`src/rtl/sbf_pkg.sv`:
```
// Shared types, constants and a helper function of the string Bloom filter.
package sbf_pkg;

    localparam int unsigned NUM_HASH = 4;
    localparam int unsigned LANE_W   = 2;
    localparam int unsigned HASH_W   = 20;
    localparam int unsigned T_W      = HASH_W + 2;
    localparam int unsigned CM_W     = 6;
    localparam int unsigned STEP_W   = 3;
    localparam int unsigned ROW_SH   = 6;
    localparam int unsigned ROW_BITS = 64;
    localparam int unsigned ROW_AW   = HASH_W - ROW_SH;
    localparam int unsigned REQ_W    = 2;
    localparam int unsigned CHAR_W   = 8;

    localparam logic [CM_W-1:0] HASH_BASE = 6'd37;

    localparam logic [REQ_W-1:0] REQ_INSERT = 2'd0;
    localparam logic [REQ_W-1:0] REQ_FIND   = 2'd1;
    localparam logic [REQ_W-1:0] REQ_CLEAR  = 2'd2;
    localparam logic [REQ_W-1:0] REQ_NOP    = 2'd3;

    typedef logic [NUM_HASH-1:0][HASH_W-1:0] hash_vec_t;
    typedef logic [ROW_BITS-1:0] row_t;

    typedef struct packed {
        logic            start;
        logic            restart;
        logic [CM_W-1:0] cm;
    } hash_ctl_t;

    // Reduces a character code modulo the hash base by conditional subtraction.
    function automatic logic [CM_W-1:0] char_mod37(input logic [CHAR_W-1:0] c);
        logic [CHAR_W-1:0] r;
        r = c;
        for (int i = 0; i < 6; i++)
        begin
            if (r >= CHAR_W'(HASH_BASE))
            begin
                r = r - CHAR_W'(HASH_BASE);
            end
        end
        return r[CM_W-1:0];
    endfunction

endpackage

```
`src/rtl/sbf_hash_unit.sv`:
```
// Four running polynomial hashes updated by one shared modular shift-add step.
module sbf_hash_unit
    import sbf_pkg::*;
#(
    parameter int unsigned MOD_A = 999983,
    parameter int unsigned MOD_B = 1000039,
    parameter int unsigned MOD_C = 313333,
    parameter int unsigned MOD_D = 213337
)
(
    input  logic      clk,
    input  logic      rst_n,
    input  hash_ctl_t ctl,
    output logic      busy,
    output hash_vec_t hashes
);

    localparam logic [STEP_W-1:0] STEP_FIRST = STEP_W'(CM_W - 1);
    localparam logic [LANE_W-1:0] LANE_LAST  = LANE_W'(NUM_HASH - 1);

    hash_vec_t         run_reg;
    logic [HASH_W-1:0] acc_reg;
    logic [LANE_W-1:0] lane_reg;
    logic [STEP_W-1:0] step_reg;
    logic [CM_W-1:0]   cm_reg;
    logic              busy_reg;

    logic [T_W-1:0]    mod_val;
    logic [T_W-1:0]    mod_dbl;
    logic [T_W-1:0]    sum;
    logic [T_W-1:0]    reduced;
    logic [HASH_W-1:0] acc_next;

    // One Horner step over bit positions of 37 and of the reduced character:
    // acc = (2 * acc + bit37 * h + bitc) mod M, where the sum stays below 3M.
    always_comb
    begin
        case (lane_reg)
            2'd0:    mod_val = T_W'(MOD_A);
            2'd1:    mod_val = T_W'(MOD_B);
            2'd2:    mod_val = T_W'(MOD_C);
            default: mod_val = T_W'(MOD_D);
        endcase
        mod_dbl = mod_val << 1;
        sum = (T_W'(acc_reg) << 1)
            + (HASH_BASE[step_reg] ? T_W'(run_reg[lane_reg]) : '0)
            + T_W'(cm_reg[step_reg]);
        if (sum >= mod_dbl)
        begin
            reduced = sum - mod_dbl;
        end
        else if (sum >= mod_val)
        begin
            reduced = sum - mod_val;
        end
        else
        begin
            reduced = sum;
        end
        acc_next = reduced[HASH_W-1:0];
    end

    always_ff @(posedge clk or negedge rst_n)
    begin
        if (!rst_n)
        begin
            run_reg  <= '0;
            acc_reg  <= '0;
            lane_reg <= '0;
            step_reg <= STEP_FIRST;
            cm_reg   <= '0;
            busy_reg <= 1'b0;
        end
        else
        begin
            if (ctl.restart)
            begin
                run_reg <= '0;
            end
            if (ctl.start)
            begin
                busy_reg <= 1'b1;
                lane_reg <= '0;
                step_reg <= STEP_FIRST;
                acc_reg  <= '0;
                cm_reg   <= ctl.cm;
            end
            else if (busy_reg)
            begin
                if (step_reg == '0)
                begin
                    run_reg[lane_reg] <= acc_next;
                    acc_reg           <= '0;
                    step_reg          <= STEP_FIRST;
                    if (lane_reg == LANE_LAST)
                    begin
                        busy_reg <= 1'b0;
                    end
                    else
                    begin
                        lane_reg <= lane_reg + 1'b1;
                    end
                end
                else
                begin
                    acc_reg  <= acc_next;
                    step_reg <= step_reg - 1'b1;
                end
            end
        end
    end

    assign busy   = busy_reg;
    assign hashes = run_reg;

endmodule

```
`config.mk`:
```
export PLATFORM = sky130hd
export DESIGN_NAME = sbf_hash_unit
export DESIGN_NICKNAME = d
export VERILOG_FILES = /design/src/rtl/sbf_pkg.sv /design/src/rtl/sbf_hash_unit.sv
export SDC_FILE = /design/constraint.sdc
export NUM_CORES = 1
export LEC_CHECK = 0
export ABC_AREA = 1
export CORE_MARGIN = 4
export CORE_UTILIZATION = 60
export DETAILED_ROUTE_END_ITERATION = 10
export DONT_BUFFER_PORTS = 1
export PLACE_DENSITY = 0.76
export SYNTH_ARGS = -nofsm -noshare
export SYNTH_HDL_FRONTEND = slang
export SYNTH_SLANG_ARGS = --single-unit
export TNS_END_PERCENT = 5
```
`constraint.sdc`:
```
create_clock -name clk -period 14 [get_ports clk]
set_input_delay 2.8 -clock clk [delete_from_list [all_inputs] [get_ports clk]]
set_output_delay 2.8 -clock clk [all_outputs]
set_load 0.1 [all_outputs]
```
==> flow_metrics.py <==
metrics = {
    "status": {
        "status": "completed",
    },
    "route": {
        "drt_iter0_drc": 839,
        "firstDrtPassIters": 5,
        "postRouteAntennaNets": 0,
        "wl_per_cell_um": 18.10,
        "viasPerCell": 5.857,
        "via_count": 8328,
        "drt_wl_total_mm": 25.75,
        "drc_errors": 0,
    },
    "synth": {
        "ys.flop_type": "dfrtp_1",
        "seq_area_frac_synth": 0.3269,
        "ys_ff_latch": 112,
        "yosys.area.top_type": "dfrtp_1",
        "synth_top_area_share": 0.3207,
        "mappedNetlistArea_mm2": 0.008582,
        "synthArstFlopShare": 1.000,
        "syn_area_per_cell_um2": 6.811,
        "synth-edff-count": 0,
        "syn_nets": 1329,
        "synth.area.top_cells": "dfrtp_1 (32%), nand2_1 (20%), ha_1 (8.2%)",
        "synth_cells": 1260,
        "synth.distinct_cells": 41,
        "synth_warnings": 0,
    },
    "grt": {
        "grt_pass1_wl_mm": 41.03,
        "grt_overflow_total": 0,
        "grt_pass1_vias": 7798,
        "grt_max_degree": 113,
        "grt_use_total": 0.3161,
        "antenna_found_initial": 0,
    },
    "power_and_ir_drop": {
        "power_frac_seq": 0.243,
        "vdd_drop_max_mv": 0.09800,
        "swShare": 0.5243,
        "p_per_area_mw_per_mm2": 199.3,
        "clockPowerShare": 0.146,
        "power_switching_mw": 0.9389,
        "p_int_mw": 0.8520,
        "leakage_nw": 5.065,
        "combPwrFrac": 0.611,
    },
    "final_layout": {
        "insertedDiodeCount": 0,
        "stdcell_count": 1422,
        "fin_nets": 1306,
        "drive_above_1_share": 0.06119,
        "syn_to_final_growth_pct": 4.709,
        "n_fill_cell": 1247,
        "largest_reg_flops": 80,
        "stdcell_area_mm2": 0.008986,
    },
    "sta": {
        "fmax_ghz": 0.1580,
        "period_minus_slack_ns": 6.328,
        "hold_violations": 0,
        "setup-violations-final": 0,
        "rsz0062_at_grt": "no",
        "worstMarginPinSlew_ns": 1.046,
        "period_share": 0.4520,
        "relSlewSlack": 0.3027,
        "skew_ns": 0.01084,
        "fin_tns_setup_ns": 0,
        "maxSlewViolCount": 0,
    },
    "floorplanning": {
        "die_area_mm2": 0.01628,
        "rows": 43,
        "coreArea_mm2": 0.01393,
        "ioPinCount": 91,
        "start_util": 0.6159,
        "die_h_um": 127.6,
        "die_w_um": 127.6,
    },
    "place": {
        "dp_hpwl_mm": 18.81,
        "dp.cells": 1406,
        "io_buffers": 0,
        "place_congestion": 0.9758,
        "post_dp_cell_area_mm2": 0.008690,
    },
    "clocking": {
        "clockBufferDepth": 2,
        "insertion_delay_ns": 0.36,
        "htreeDepth": 3,
        "cts.clk_slew.worst_paths_ns": 0.08,
        "postCtsSetupRepairBufs": 0,
        "ctsHoldBuffers": 0,
        "cts_root_buf": "clkbuf_16",
        "ctsResizeCount": 0,
        "cts_buffers": 9,
        "cts_tree": "yes",
        "cts_sinks": 112,
    },
    "worst_setup_path": {
        "timing_worst_setup_path_type": "register to register",
        "cp-start-kind": "register",
        "cp_max_fo": 21,
        "cp_data_arrival_time_ns": 6.58,
        "cp.required_ns": 14.25,
        "end_kind": "register",
    },
    "flow_run": {
        "drv_cap": 0,
    },
    "min_path": {
        "holdCritPathClass": "register to register",
    },
}
[cells by family after synthesis]
logic type / after synthesis / share of synthesized area
DFF: 112 / 0.3269
buffers and inverters: 131 / 0.06444
adders and majority gates: 59 / 0.08864
and+or+nand+nor: 774 / 0.3893
AOI/OAI and AO/OA: 149 / 0.09506
xor gates and xnor gates: 35 / 0.03572
[worst max-delay path, stage by stage, from the launching register on]
cell and delay, ns:
dfrtp_1 0.96, nor2_1 0.08, nor2_1 0.10, o21ai_0 0.10
a21oi_1 0.30, ha_1 0.35, or2_0 0.24, nand3b_1 0.09
nand2_1 0.15, nand2_2 0.13, nand2_2 0.08, a21oi_1 0.31
xnor2_1 0.20, ha_1 0.32, inv_1 0.17, nor2_1 0.08
a221oi_1 0.42, nand2_1 0.10, nand2_1 0.47, nand3_1 0.81
nand2_1 0.26, nand2_1 0.07, nand2_1 0.06, nand2_1 0.19
nand2_1 0.12, nand2_1 0.05
[layout make-up]
cell class | count | area, um2 | share of cell area
inverters | 82 | 307.8 | 0.03425
clock buffers | 10 | 229.0 | 0.02548
clock inverters | 6 | 67.56 | 0.007519
flip-flops and latches | 112 | 2805 | 0.3122
multi-input cells | 1017 | 5239 | 0.5830
repair buffers | 15 | 112.6 | 0.01253
well taps | 180 | 225.2 | 0.02506
[per-stage QoR]
stage	setup WS [ns]	hold slack, ns	power, mW	utilization
5_1_grt	7.090	0.4975	1.919	0.6449
6_report	7.672	0.4780	1.791	0.6449
4_1_cts	7.770	0.4800	1.778	0.6449
3_5_place_dp	7.816	0.4635	1.513	0.6236
3_3_place_gp	7.884	0.4626	1.503	0.6236
2_1_floorplan	9.595	0.4366	1.237	-
[synthesized netlist by cell type, drive strengths merged, types with 3 or more instances]
cell type  instances
dfrtp            110
o21ai             64
nor4               3
nor2             131
and3               3
nand3            106
nor3               6
nand2            484
buf               19
ha                56
a21o               7
clkbuf            30
inv               82
a21oi             63
fa                 3
a21boi             3
xnor2             11
a31oi              5
nand4             27
nand3b             5
or2                8
xor2              24
[final timing paths]
path | startpoint | endpoint | slack, ns | depth (start not counted)
max | hashes[42] | hashes[59] | 7.67 | 25
min reg2reg | cm_reg[1] | cm_reg[1] | 0.48 | 2
max in group asynchronous | rst_n | step_reg[0] | 11.62 | 0
max reg2reg | hashes[42] | hashes[59] | 7.67 | 25
min | cm_reg[1] | cm_reg[1] | 0.48 | 2
min in group asynchronous | rst_n | acc_reg[3] | 2.13 | 0
[power groups by stage]
stage	Sequential (mW)	Combinational [mW]	Clock [mW]
floorplan	0.430	0.807	0
CTS	0.435	1.08	0.264
global route	0.439	1.20	0.275
detailed placement	0.440	1.07	0
global placement	0.440	1.06	0
finish	0.435	1.09	0.262
[layer usage]
layer,GRT usage,share of wire
met1,0.4129,0.41
met2,0.5280,0.48
met3,0.06187,0.086
met4,0.1061,0.032
met5,0,0
[layout by cell type, fill, tap and decap left out, types with 8 or more instances in the layout]
cell,netlist,final
o21ai_0,64,64
nand2_1,466,466
nand4_1,27,27
nand2_2,18,18
nand3_4,8,8
nor2_1,129,129
clkbuf_16,0,9
buf_4,5,15
ha_1,56,56
dfrtp_1,110,110
xor2_1,24,24
inv_1,82,82
xnor2_1,11,11
a21oi_1,62,62
nand3_1,95,95
(Power assumes the default switching activity.)
